`src/hw/rtl/esbdw_ram.sv`:
```
// ----------------------------------------------------------------------------
// esbdw_ram
// Simple dual-port RAM: one write port, one read port, registered read data.
// ----------------------------------------------------------------------------
module esbdw_ram #(
  parameter int WIDTH = 16,
  parameter int DEPTH = 64
) (
  input  logic                     clk,
  input  logic                     wr_en,
  input  logic [$clog2(DEPTH)-1:0] wr_addr,
  input  logic [WIDTH-1:0]         wr_data,
  input  logic                     rd_en,
  input  logic [$clog2(DEPTH)-1:0] rd_addr,
  output logic [WIDTH-1:0]         rd_data
);

  logic [WIDTH-1:0] mem [DEPTH];
  logic [WIDTH-1:0] rd_data_r;

  always_ff @(posedge clk) begin
    if (wr_en) begin
      mem[wr_addr] <= wr_data;
    end
    if (rd_en) begin
      rd_data_r <= mem[rd_addr];
    end
  end

  assign rd_data = rd_data_r;

endmodule

```
`config.mk`:
```
export PLATFORM = sky130hd
export DESIGN_NAME = esbdw_ram
export DESIGN_NICKNAME = d
export VERILOG_FILES = /design/src/hw/rtl/esbdw_ram.sv
export SDC_FILE = /design/constraint.sdc
export NUM_CORES = 1
export LEC_CHECK = 0
export BUFFER_PORTS_ARGS = -buffer_cell sky130_fd_sc_hd__buf_2
export CAP_MARGIN = 20
export CORE_MARGIN = 2
export CORE_UTILIZATION = 60
export DETAILED_ROUTE_END_ITERATION = 8
export GPL_TIMING_DRIVEN = 0
export PLACE_DENSITY_LB_ADDON = 0.1
export SKIP_CTS_REPAIR_TIMING = 1
export SLEW_MARGIN = 15
export SYNTH_ARGS = -nofsm -noshare
export SYNTH_HDL_FRONTEND = slang
export SYNTH_SLANG_ARGS = --single-unit
```
`constraint.sdc`:
```
create_clock -name clk -period 2.7 [get_ports clk]
set_input_delay 0 -clock clk [delete_from_list [all_inputs] [get_ports clk]]
set_output_delay 0 -clock clk [all_outputs]
set_load 0.005 [all_outputs]
```
==> out/results.ini, run 1 <==
[cts]
htreeDepth = 3
root_buffer = clkbuf_16
cts_tree = yes
cts-buffers-inserted = 99
clock_latency_ns = 0.65
clk_path_buf_depth = 3
cts_sinks = 1040
clk_pin_slew_ns = 0.06

[cells_and_area]
fin_area_sq_um = 46000
synthToLayoutAreaGrowth_pct = 14.3
nNetsFinal = 2086
fillers = 4008
insertedDiodeCount = 0
drive_above_1_share_pct = 29.8
post-route-util_pct = 69.5

[drt]
dr_total_vias = 20000
drtIter0Drc = 2793
drc = 0
first_pass_iters = 5
wl_per_cell_microns = 33.1
ant_nets = 0
avgViaCountPerCell = 6.66
wl_microns = 99200

[synth]
synth.area.mux_share_pct = 15.5
synth_seq_cells = 1040
yosysTopAreaCellShare_pct = 77.7
syn_inst = 1829
avgSynthCellArea_sq_um = 22.0
ys_async_sr_fraction_pct = 0
yosysMostFrequentCell = edfxtp_1
synth_nets = 1860
synth_edf_count = 1040
synth_top_area_cell = edfxtp_1
synth-xor-area-share_pct = 0
ys.flop_type = edfxtp_1
synth_common_cells = 1040 x edfxtp_1, 220 x mux4_2, 85 x mux2i_1
synth_cell_types = 42
yosys_warnings = 0
synth_compound_area_share_pct = 2.40
synth-adder-area-share_pct = 0
ys_top_cells_by_area = edfxtp_1 78%, mux4_2 12%, mux2i_1 2.1%
synth_top_family_by_area = multiplexers
syn_area_sq_um = 40200
ys_seq_area_share_pct = 77.7
synthSimpleGateAreaFrac_pct = 2.64

[global_routing]
grt_max_degree = 65
grt_util_all_layers_pct = 29.2
grt-ovfl-total = 0
grt_pass1_vias = 19800
antenna_found_initial = 6
grt_pass1_wl_microns = 141000

[placed_design]
gp_congestion = 0.889
post-dp-hpwl_microns = 65700
place_area_sq_um = 42600
portBuffers = 39

[setup_path]
endpoint_kind = register
required_ns = 3.06
critical_path_arrival_ns = 2.87
cp_max_fo = 1
r2r_slack_ns = 0.18
reg2reg_to = rd_data[9]
worstSetupPathType = register to register
start_kind = register
r2r_start = mem[23][9]
r2r_cells = 5

[power]
pwr-share-comb_pct = 5.5
swShare_pct = 20.7
pwr_density_cell_nw_per_um2 = 724
peakVddDrop_v = 0.000618
p_int_mw = 26.4
p_leak_nw = 14.6
switching_power_mw = 6.89
share_clk_of_total_power_pct = 40.5
seqPwrFrac_pct = 53.9

[floorplanning]
initial_core_util_pct = 60.8
die_w_microns = 263
pin_count = 47
placementRows = 94
core_area_sq_um = 66100
die_h_microns = 263
die-area_sq_um = 69100

[timing]
setup_viol = 0
worstMarginPinSlew_ns = 1.05
period_needed_ns = 2.52
fin_skew_ns = 0.0184
rsz0062_at_grt = false
final-hold-violation-count = 0
fin_crit_sh_pct = 93.3
drv_slew = 0
clock.fmax_ghz = 0.397
slew_headroom_pct = 29.9
setup_tns_ns = 0
whs_ns = 0.0207

[worst_hold_path]
min_path_type = input port to register
holdPathEnd = mem[50][7]
hold_depth = 3
worstHoldStart = wr_addr[1]

[status]
status = completed

[flow_run]
drv_cap = 0

## worst max-delay path, stage by stage (launching register included)
cell	delay [ns]
edfxtp_1	0.36
mux4_2	0.50
mux2i_1	0.40
a22oi_1	0.18
a31oi_1	0.62
a311oi_1	0.17
## cell type report
type                            count  area [sq um]  share of cell area [%]
Buffer                            104           733                    1.60
Timing Repair Buffer              125          1360                    2.95
Multi-Input combinational cell    685          8400                    18.3
Sequential cell                  1040         31200                    68.0
Clock inverter                     52           473                    1.03
Tap cell                          864          1080                    2.35
Clock buffer                      128          2670                    5.81
## logic make-up (layout without fill, tap and decap cells)
| kind of cell | after synthesis | after routing |
|---|---|---|
| DFF | 1040 | 1040 |
| muxes | 336 | 336 |
| and+or+nand+nor | 220 | 220 |
| AOI/OAI and AO/OA | 129 | 129 |
| buffers and inverters | 104 | 409 |
## worst max-delay path by stage
stage                   to         from  slack, ns  cells after the start
4_1_cts        rd_data[15]  mem[23][15]       0.27                      5
3_5_place_dp   rd_data[15]   rd_addr[2]      -0.16                      7
2_1_floorplan   mem[48][0]   wr_addr[3]       0.67                      4
6_report        rd_data[9]   mem[23][9]       0.18                      5
5_1_grt         rd_data[1]   mem[23][1]       0.21                      5
3_3_place_gp   mem[39][12]   wr_addr[1]      -0.53                      3
## flip-flops by register name, indices dropped and copies added, names as in the netlist
register,cells
rd_data,16
mem,1024
## cell usage in the layout, fill, tap and decap left out, types with 3 or more instances in the layout
cell type	netlist	final
edfxtp_1	1040	1040
a221oi_1	16	16
mux4_1	4	4
o21ai_1	3	3
a31oi_1	8	8
o21ai_0	5	5
a41oi_1	5	5
a221o_1	6	6
a21oi_1	17	17
nor2_2	2	64
a22o_1	6	6
buf_4	13	27
a311oi_1	8	8
nand4_1	12	12
a22oi_1	39	39
bufinv_16	0	9
a211o_1	8	8
mux4_2	220	220
clkinv_2	0	15
nand3_1	24	24
clkbuf_1	24	49
a211oi_1	8	8
buf_12	5	9
mux2_2	27	27
clkbuf_16	0	103
clkinv_1	0	23
nand2b_1	3	3
buf_8	3	42
dlygate4sd3_1	0	16
buf_1	3	3
mux2i_1	85	85
nand2_1	59	59
nor2b_1	30	30
nor4_2	3	3
nor2_1	72	10
buf_6	17	40
and4_1	5	5
buf_2	36	64
## layer usage
metal	vias to the layer above	global-route usage (%)	routed length, microns
li1	8158	-	-
met1	10400	40.6	37700
met2	1145	46.2	47500
met3	219	6.78	9810
met4	6	10.7	4180
met5	-	0	43
## per-stage QoR
stage / cells / worst slack (ns) / power [mW]
2_1_floorplan: 1829 / 0.665 / 19.2
3_3_place_gp: 2732 / -0.533 / 20.0
3_5_place_dp: 2802 / -0.160 / 20.1
4_1_cts: 2982 / 0.270 / 33.4
5_1_grt: 2998 / 0.209 / 34.1
6_report: 2998 / 0.181 / 33.3
## power by group through the flow
stage                     Combinational, mW  Clock, mW  Sequential, mW
after floorplan                       0.926          0            18.3
after global routing                   1.91       14.3            17.9
final                                  1.83       13.5            17.9
after detailed placement               1.81          0            18.3
after CTS                              1.81       13.6            17.9
after global placement                 1.72          0            18.3
No activity file was read; power rests on OpenSTA's default activity.
==> inputs of run 2 (changes only) <==
--- a/config.mk
+++ b/config.mk
@@ -7,11 +7,11 @@
 export LEC_CHECK = 0
 export BUFFER_PORTS_ARGS = -buffer_cell sky130_fd_sc_hd__buf_2
 export CAP_MARGIN = 20
-export CORE_MARGIN = 2
+export CORE_MARGIN = 3
 export CORE_UTILIZATION = 60
 export DETAILED_ROUTE_END_ITERATION = 8
 export GPL_TIMING_DRIVEN = 0
-export PLACE_DENSITY_LB_ADDON = 0.1
+export PLACE_DENSITY = 0.79
 export SKIP_CTS_REPAIR_TIMING = 1
 export SLEW_MARGIN = 15
 export SYNTH_ARGS = -nofsm -noshare
==> out/results.ini, run 2 (synthesis results as in run 1) <==
[setup_path]
reg2reg_to = rd_data[9]
r2r_slack_ns = 0.14  ; -0.05 ns
required_ns = 3.07  ; about the same
endpoint_kind = register
path_cells = mux4_2 -> mux2i_1 -> a22oi_1 -> a31oi_1 -> a311oi_1
critical_path_arrival_ns = 2.94  ; +0.07 ns
cp_max_fo = 1  ; unchanged
worstSetupPathType = register to register
critPathMaxStageDelay_ns = 0.64  ; +0.02 ns
r2r_cells = 5  ; unchanged
cp-startpoint = mem[23][9]
r2r_start = mem[23][9]
start_kind = register
crit_path_end = rd_data[9]
cp_slowest_cell = a31oi_1

[drt]
drtIter0Drc = 3273  ; +17%
first_pass_iters = 6  ; +1
drc = 0  ; unchanged
avgViaCountPerCell = 6.87  ; +3.2%
wl_microns = 101000  ; +2.1%
wl_per_cell_microns = 33.8  ; +2.3%
ant_nets = 0  ; unchanged
dr_total_vias = 20600  ; +3.0%

[global_routing]
grt_max_degree = 65  ; unchanged
grt_pass1_vias = 20500  ; +3.7%
grt-ovfl-total = 0  ; unchanged
antenna_found_initial = 3  ; -3
grt_util_all_layers_pct = 29.3  ; +0.12 points
grt_pass1_wl_microns = 145000  ; +2.7%

[status]
violations = negative hold slack
status = finished with violations

[cts]
root_buffer = clkbuf_16
htreeDepth = 3  ; unchanged
cts_tree = yes
clk_pin_slew_ns = 0.06  ; about the same
clock_latency_ns = 0.67  ; +0.02 ns
clk_path_buf_depth = 3  ; unchanged
cts_sinks = 1040  ; unchanged
cts-buffers-inserted = 100  ; +1.0%

[cells_and_area]
mostFrequentLayoutCell = edfxtp_1
synthToLayoutAreaGrowth_pct = 14.2
fin_area_sq_um = 45900  ; -0.11%
max_flop_register = mem
largest_register_ffs = 1024  ; unchanged
mostFrequentLayoutCells = 1040 x edfxtp_1, 220 x mux4_2, 103 x clkbuf_16, 85 x mux2i_1, 69 x buf_2
final_cells = 2994  ; -0.13%
nNetsFinal = 2078  ; -0.38%
drive_above_1_share_pct = 30.2  ; +0.37 points

[timing]
clock.fmax_ghz = 0.390  ; -1.8%
final-hold-violation-count = 32  ; +32
rsz0062_at_grt = false
period_needed_ns = 2.56  ; +0.0453 ns
drv_slew = 0  ; unchanged
setup_tns_ns = 0  ; unchanged
fin_crit_sh_pct = 95.0  ; +1.7 points
worstMarginPinSlew_ns = 1.07  ; +0.0174 ns
whs_ns = -0.0191  ; -0.0398 ns
slew_headroom_pct = 28.8  ; -1.0 points
setup_viol = 0  ; unchanged
fin_skew_ns = 0.0300  ; +0.0116 ns

[floorplanning]
pin_count = 47  ; unchanged
die-area_sq_um = 70100  ; +1.5%
core_area_sq_um = 66100  ; unchanged
die_h_microns = 265  ; +0.76%
placementRows = 94  ; unchanged
initial_core_util_pct = 60.8  ; unchanged
die_w_microns = 265  ; +0.76%

[power]
peakVddDrop_v = 0.000563  ; -8.9%
p_leak_nw = 14.6  ; -0.16%
power_mw = 33.5  ; +0.64%
pwr_density_cell_nw_per_um2 = 729  ; +0.75%

[worst_hold_path]
worstHoldStart = wr_addr[2]
min_path_type = input port to register

[placed_design]
portBuffers = 39  ; unchanged
place_area_sq_um = 42600  ; -0.19%
post-dp-hpwl_microns = 64900  ; -1.2%
place_inst = 2794  ; -0.29%
gp_congestion = 0.928  ; +4.4%

[flow_run]
drv_cap = 0  ; unchanged

## run 2: changes by cell type in the layout (fill, tap and decap cells not counted), sizes merged
| cell | delta |
|---|---|
| diode | +2 |
| dlygate4sd3 | -1 |
| clkinv | +5 |
| buf | -8 |
| bufinv | -1 |
| clkbuf | -7 |
| inv | +3 |
| clkinvlp | +3 |
## run 2: final cells by class
type                       instances  area (sq um)
buffer                           104           733
sequential                      1040         31200
clock buffer                     121          2650
multi-input combinational        685          8400
tap                              864          1080
antenna                            2          5.00
timing repair buffer             116          1270
clock inverter                    62           533
fill                            3804         20200
## run 2: per-stage QoR
stage,util (%),setup slack [ns]
final,69.4,0.135
after global routing,69.4,0.201
after CTS,69.2,0.289
after detailed placement,64.4,-0.160
after global placement,62.8,-0.375
after floorplan,-,0.665
## run 2: power by group
| group | internal [mW] | leakage (nW) | total [mW] | switching (mW) |
|---|---|---|---|---|
| Combinational | 0.659 | 3.67 | 1.86 | 1.20 |
| Clock | 7.75 | 1.56 | 13.7 | 5.92 |
| Sequential | 17.9 | 9.37 | 17.9 | 0.0332 |
## run 2: worst max-delay path, delay by kind of cell (launching register included)
family | cells | cell delay (ns)
compound gates | 3 | 0.99
flops | 1 | 0.37
mux | 2 | 0.93
## run 2: how the worst min path moves through the flow
stage                              to  slack (ns)  cells after the start
after global placement    rd_data[10]        0.39                      1
after CTS                 rd_data[10]       -0.28                      1
final                      mem[54][6]       -0.02                      3
after detailed placement  rd_data[10]        0.39                      1
after floorplan             mem[0][0]         0.1                      0
after global routing      mem[19][13]       0.003                      1
## run 2: per-layer routing
layer | GRT usage (%) | routed length [microns] | part of all wire [%] | vias up
li1 | - | - | - | 8128
met5 | 0 | 82 | 0.081 | -
met3 | 7.70 | 12300 | 12 | 319
met1 | 39.6 | 35300 | 35 | 10500
met4 | 13.4 | 5600 | 5.5 | 2
met2 | 45.9 | 48100 | 47 | 1570
