--- src/hw/rtl/esbdw_pkg.sv ---
// ----------------------------------------------------------------------------
// esbdw_pkg
// Shared types and constants for the elastic sample buffer with drift warp.
// ----------------------------------------------------------------------------
package esbdw_pkg;

  localparam int FIFO_DEPTH_DEF = 256;
  localparam int MAX_BLOCK_DEF  = 64;

  localparam int SAMPLE_W  = 16;
  localparam int LEN_W     = 7;
  localparam int LEVEL_W   = 9;
  localparam int SLIP_W    = 2;
  localparam int CFG_IDX_W = 1;

  // warp is only done on blocks of at least this many samples
  localparam int MIN_WARP_LEN = 3;

  // reciprocal of the block length is floor(2^RECIP_SHIFT / n)
  localparam int RECIP_SHIFT = 23;
  localparam int RECIP_W     = 22;

  localparam logic [LEVEL_W-1:0] TARGET_FILL_RST = 9'd64;
  localparam logic [LEVEL_W-1:0] HIGH_WATER_RST  = 9'd128;

  localparam logic signed [SLIP_W-1:0] SLIP_NONE     = 2'sb00;
  localparam logic signed [SLIP_W-1:0] SLIP_STRETCH  = 2'sb01;
  localparam logic signed [SLIP_W-1:0] SLIP_COMPRESS = 2'sb11;

  typedef enum logic [CFG_IDX_W-1:0] {
    REG_TARGET_FILL = 1'b0,
    REG_HIGH_WATER  = 1'b1
  } cfg_reg_t;

  typedef enum logic {
    OP_PUSH  = 1'b0,
    OP_FETCH = 1'b1
  } op_t;

  // divider kick-off for a new block
  typedef struct packed {
    logic             start;
    logic [LEN_W-1:0] n;
  } warp_ctl_t;

  // one interpolation request: a + (b - a) * r / n
  typedef struct packed {
    logic                       valid;
    logic signed [SAMPLE_W-1:0] a;
    logic signed [SAMPLE_W-1:0] b;
    logic [LEN_W-1:0]           r;
    logic                       last;
  } warp_req_t;

  typedef struct packed {
    logic                       valid;
    logic signed [SAMPLE_W-1:0] sample;
    logic                       last;
  } warp_res_t;

endpackage

--- src/hw/rtl/esbdw_warp.sv ---
// ----------------------------------------------------------------------------
// esbdw_warp
// Interpolation datapath: a + trunc((b - a) * r / n), saturated to 16 bits.
// Division by n uses a reciprocal built once per block by a serial divider,
// then a multiply, one correction step and the final add, in four stages.
// ----------------------------------------------------------------------------
module esbdw_warp (
  input  logic                  clk,
  input  logic                  rst_n,
  input  esbdw_pkg::warp_ctl_t  ctl,
  output logic                  recip_ready,
  input  esbdw_pkg::warp_req_t  req,
  output esbdw_pkg::warp_res_t  res
);

  localparam int SAMPLE_W  = esbdw_pkg::SAMPLE_W;
  localparam int LEN_W     = esbdw_pkg::LEN_W;
  localparam int RECIP_W   = esbdw_pkg::RECIP_W;
  localparam int DIV_STEPS = esbdw_pkg::RECIP_SHIFT + 1;
  localparam int STEP_W    = $clog2(DIV_STEPS + 1);
  localparam int DIFF_W    = SAMPLE_W + 1;
  localparam int PROD_W    = DIFF_W + LEN_W + 1;
  localparam int X_W       = esbdw_pkg::RECIP_SHIFT;
  localparam int XM_W      = X_W + RECIP_W;
  localparam int Q_W       = RECIP_W;
  localparam int QN_W      = Q_W + LEN_W;
  localparam int REM_W     = LEN_W + 1;
  localparam int SUM_W     = Q_W + 2;
  localparam int SAT_HI    = 2 ** (SAMPLE_W - 1) - 1;
  localparam int SAT_LO    = -(2 ** (SAMPLE_W - 1));

  // reciprocal divider
  logic [LEN_W-1:0]   n_r;
  logic [STEP_W-1:0]  step_r;
  logic               div_run_r;
  logic [LEN_W-1:0]   rem_r;
  logic [RECIP_W-1:0] recip_r;
  logic [LEN_W:0]     trial;
  logic [LEN_W:0]     trial_sub;
  logic               fits;

  always_comb begin
    // dividend is a single one followed by zeros, fed MSB first
    trial     = {rem_r, (step_r == '0)};
    fits      = trial >= {1'b0, n_r};
    trial_sub = fits ? trial - {1'b0, n_r} : trial;
  end

  always_ff @(posedge clk) begin
    if (!rst_n) begin
      div_run_r <= 1'b0;
      step_r    <= '0;
    end else if (ctl.start) begin
      n_r       <= ctl.n;
      step_r    <= '0;
      rem_r     <= '0;
      div_run_r <= 1'b1;
    end else if (div_run_r) begin
      rem_r   <= trial_sub[LEN_W-1:0];
      recip_r <= {recip_r[RECIP_W-2:0], fits};
      step_r  <= step_r + 1'b1;
      if (step_r == STEP_W'(DIV_STEPS - 1)) begin
        div_run_r <= 1'b0;
      end
    end
  end

  assign recip_ready = !div_run_r;

  // stage 1: difference times phase
  logic signed [PROD_W-1:0]   diff_x;
  logic signed [PROD_W-1:0]   r_x;
  logic                       v1_r, l1_r;
  logic signed [SAMPLE_W-1:0] a1_r;
  logic signed [PROD_W-1:0]   p1_r;

  always_comb begin
    diff_x = PROD_W'(req.b) - PROD_W'(req.a);
    r_x    = $signed({{(PROD_W-LEN_W){1'b0}}, req.r});
  end

  // stage 2: magnitude times reciprocal
  logic [PROD_W-1:0]          mag;
  logic [X_W-1:0]             x_in;
  logic                       v2_r, l2_r, neg2_r;
  logic signed [SAMPLE_W-1:0] a2_r;
  logic [X_W-1:0]             x2_r;
  logic [XM_W-1:0]            xm2_r;

  always_comb begin
    mag  = p1_r[PROD_W-1] ? PROD_W'(-p1_r) : PROD_W'(p1_r);
    x_in = mag[X_W-1:0];
  end

  // stage 3: estimate quotient, remainder for the correction
  logic [Q_W-1:0]             q0;
  logic [QN_W-1:0]            qn;
  logic [X_W-1:0]             rem_full;
  logic                       v3_r, l3_r, neg3_r;
  logic signed [SAMPLE_W-1:0] a3_r;
  logic [Q_W-1:0]             q3_r;
  logic [REM_W-1:0]           rem3_r;

  always_comb begin
    q0       = xm2_r[XM_W-1:esbdw_pkg::RECIP_SHIFT];
    qn       = q0 * n_r;
    rem_full = x2_r - qn[X_W-1:0];
  end

  // stage 4: correct, apply sign, add, saturate
  logic [Q_W-1:0]             q4;
  logic signed [SUM_W-1:0]    sq;
  logic signed [SUM_W-1:0]    sum;
  logic signed [SAMPLE_W-1:0] sat;
  logic                       v4_r, l4_r;
  logic signed [SAMPLE_W-1:0] s4_r;

  always_comb begin
    q4  = q3_r + Q_W'(rem3_r >= {1'b0, n_r});
    sq  = neg3_r ? -$signed({2'b00, q4}) : $signed({2'b00, q4});
    sum = SUM_W'(a3_r) + sq;
    if (sum > SUM_W'(SAT_HI)) begin
      sat = SAMPLE_W'(SAT_HI);
    end else if (sum < SUM_W'(SAT_LO)) begin
      sat = SAMPLE_W'(SAT_LO);
    end else begin
      sat = sum[SAMPLE_W-1:0];
    end
  end

  always_ff @(posedge clk) begin
    if (!rst_n) begin
      v1_r <= 1'b0;
      v2_r <= 1'b0;
      v3_r <= 1'b0;
      v4_r <= 1'b0;
    end else begin
      v1_r <= req.valid;
      v2_r <= v1_r;
      v3_r <= v2_r;
      v4_r <= v3_r;
    end
  end

  always_ff @(posedge clk) begin
    p1_r   <= diff_x * r_x;
    a1_r   <= req.a;
    l1_r   <= req.last;

    xm2_r  <= x_in * recip_r;
    x2_r   <= x_in;
    neg2_r <= p1_r[PROD_W-1];
    a2_r   <= a1_r;
    l2_r   <= l1_r;

    q3_r   <= q0;
    rem3_r <= rem_full[REM_W-1:0];
    neg3_r <= neg2_r;
    a3_r   <= a2_r;
    l3_r   <= l2_r;

    s4_r   <= sat;
    l4_r   <= l3_r;
  end

  always_comb begin
    res.valid  = v4_r;
    res.sample = s4_r;
    res.last   = l4_r;
  end

`ifndef SYNTH
  a_req_after_recip: assert property (@(posedge clk) disable iff (!rst_n)
    req.valid |-> recip_ready)
    else $error("interpolation request while reciprocal is still running");

  a_start_runs: assert property (@(posedge clk) disable iff (!rst_n)
    ctl.start |=> !recip_ready)
    else $error("reciprocal divider did not start");
`endif

endmodule
--- config.mk ---
export PLATFORM = sky130hd
export DESIGN_NAME = esbdw_warp
export DESIGN_NICKNAME = d
export VERILOG_FILES = /design/src/hw/rtl/esbdw_pkg.sv /design/src/hw/rtl/esbdw_warp.sv
export SDC_FILE = /design/constraint.sdc
export NUM_CORES = 2
export LEC_CHECK = 0
export BUFFER_PORTS_ARGS = -buffer_cell sky130_fd_sc_hd__buf_2
export CORE_MARGIN = 2
export CORE_UTILIZATION = 39
export CTS_CLUSTER_SIZE = 14
export DETAILED_ROUTE_END_ITERATION = 6
export PLACE_DENSITY_LB_ADDON = 0.08
export SLEW_MARGIN = 10
export SYNTH_ARGS = -nofsm -noshare
export SYNTH_HDL_FRONTEND = slang
export SYNTH_SLANG_ARGS = --single-unit
--- constraint.sdc ---
create_clock -name clk -period 26 [get_ports clk]
set_input_delay 5.2 -clock clk [delete_from_list [all_inputs] [get_ports clk]]
set_output_delay 5.2 -clock clk [all_outputs]
set_load 0.005 [all_outputs]
==> flow_summary.yaml <==
synth:
  synthFlopType: "dfxtp_1"
  syn_avg_cell_area_um2: 9.33
  syn_nets: 4070
  synthTopCellsByArea: "fa_1, ha_1, dfxtp_1"
  yosysSeqAreaShare_pct: 14.6
  ys_ff_latch: 200
  syn_area_um2: 29900
  synth_edf_count: 36
  synthArstFlopShare_pct: 0
  yosysTopAreaCellShare_pct: 35.4
  synthCells: 3203
  synthDistinctLibCells: 74
  yosysWarningCount: 0
  synth_largest_area_cell: "fa_1"
setup_path:
  reg2reg_depth: 26
  critPathTopFamily: "adder cells"
  startpoint_type: "input pin"
  cp_num_buf_inv: 5
  required_ns: 26.35
  cpPeakStageDelay_ns: 0.53
  crit_fanout: 7
  cpMostUsedCell: "fa_1"
  slowest_stage: "fa_1"
  cp_data_arrival_time_ns: 12.00
  cp.depth: 28
  worst-setup-path-type: "input pin to flop"
  crit_path_end_kind: "flop"
sta:
  tns_ns: 0
  worst_slew_pin_slew_ns: 1.20
  maxSlewViolCount: 0
  post-route-period-util_pct: 44.8
  rsz0062_at_grt: "false"
  skew_ns: 0.0334
  fmaxAchievable_mhz: 85.8
  maxSlewHeadroom_pct: 20.3
  setup_viol: 0
  hold_viol: 0
  final.min_clock_period_ns: 11.65
global_routing:
  grt_pass1_wl_um: 126000
  grt_usage_pct: 20.8
  grt_pass1_vias: 22753
  grt_overflow_total: 0
  grt_max_degree: 25
  antenna_found_initial: 2
layout:
  fillers: 7505
  nNetsFinal: 4067
  syn2layout_area_growth_pct: 7.70
  stdcell_count: 4244
  drive_gt1_share_pct: 5.79
route:
  dr.pass1.iters: 5
  vias: 20812
  vias_per_cell: 4.90
  routed_wl_um: 76500
  avgRoutedWirePerCell_um: 18.0
  ant_nets: 0
  drt_iter0_markers: 1109
  remaining_drc_errors: 0
floorplan:
  die_y_um: 281
  chipWidth_um: 281
  fp-row-count: 101
  coreArea_um2: 75900
  die_area_um2: 78800
  num_io_pins: 70
  start_util_pct: 39.3
clocking:
  cts_setup_buffers: 0
  cts_tree: "yes"
  cts_resized: 0
  cts_max_path_buffers: 2
  clkTransAtPathRegs_ns: 0.08
  cts_inserted_buffers: 17
  hold_buffers: 0
  cts_root_buf: "clkbuf_16"
  clock_latency_ns: 0.49
  cts-htree-levels: 4
  clock_sinks: 200
place:
  gp_congestion: 0.837
  dpl.hpwl_um: 58300
  port_buffers: 69
  dpl.cell_count: 4211
run:
  maxCapViolations: 0
run_status:
  status: "finished, final reports clean"
min_path:
  hold_depth: 0
  hold_class: "flop to flop"
[metrics by stage]
step	utilization [%]	cell area [um2]	worst slack, ns	hold WS [ns]
floorplan	-	29900	14.53	0.310
global placement	41.5	31600	14.07	0.311
detailed placement	41.5	31600	13.84	0.312
CTS	42.4	32200	14.35	0.315
global route	42.4	32200	13.81	0.322
finish	42.4	32200	14.35	0.316
[cell usage after synthesis, types with 11 or more instances]
cell type,n
a211oi_1,11
a21o_1,43
a21oi_1,71
and2_1,363
clkbuf_1,112
dfxtp_1,164
edfxtp_1,36
fa_1,528
ha_1,288
inv_1,645
nand2_1,355
nand2b_1,17
nand3_1,34
nand4_1,23
nor2_1,67
nor2b_1,22
nor3_1,21
o21a_1,14
o21ai_0,50
o21ai_2,11
o31ai_1,13
or3_1,12
xnor2_1,118
xor2_1,52
[worst paths after layout]
path | end | slack (ns) | from
setup / recovery | p1_r[24]$_DFF_P_ | 14.35 | req[8]
hold / removal | q3_r[13]$_DFF_P_ | 0.32 | xm2_r[36]$_DFF_P_
setup reg to reg | xm2_r[37]$_DFF_P_ | 15.87 | p1_r[5]$_DFF_P_
hold reg to reg | q3_r[13]$_DFF_P_ | 0.32 | xm2_r[36]$_DFF_P_
[final cells by class]
type	count	area (um2)	area share (%)
multi-input combinational	2235	22900	71.2
sequential	200	4360	13.6
inverter	645	2420	7.52
tap	1030	1290	4.01
timing repair buffer	101	586	1.82
clock buffer	19	454	1.41
clock inverter	13	165	0.513
antenna	1	2.50	0.00778
[sequential cells by signal, summed over array words and instances, names as in the netlist]
signal     count
a1_r          16
a2_r          16
a3_r          16
div_run_r      1
l1_r           1
l2_r           1
l3_r           1
l4_r           1
n_r            7
neg2_r         1
neg3_r         1
p1_r          24
q3_r          22
recip_r       22
rem3_r         8
rem_r          7
s4_r          16
step_r         5
v1_r           1
v2_r           1
v3_r           1
v4_r           1
x2_r           8
xm2_r         22
[cells by family after synthesis]
kind of cell / Yosys count / share of synthesized area [%]
AOI/OAI and AO/OA: 274 / 6.14
and+or+nand+nor: 972 / 16.9
xor gates and xnor gates: 170 / 4.98
muxes: 3 / 0.105
buffers and inverters: 768 / 9.81
adders and majority gates: 816 / 47.4
DFF: 200 / 14.6
[routing by layer]
layer | global-route usage, % | up-vias | part of all wire (%)
met5 | 0 | - | 0
met4 | 3.66 | 0 | 1.2
met3 | 2.83 | 55 | 4.3
met2 | 33.5 | 410 | 45
met1 | 30.1 | 10584 | 49
li1 | - | 9763 | -
[placed cells by master, fill, tap and decap left out, drive strengths merged, types with 19 or more instances in the layout]
cell type,count
fa,528
nor3,23
a21oi,71
and2,363
nand4,23
nor2,69
nand3,34
buf,101
edfxtp,36
nor2b,22
xnor2,118
a21o,43
clkbuf,19
dfxtp,164
nand2,355
ha,288
xor2,52
inv,652
o21ai,62
Power is not shown: default switching activity piles up to over one toggle a cycle in this logic, so the estimate is an artifact.
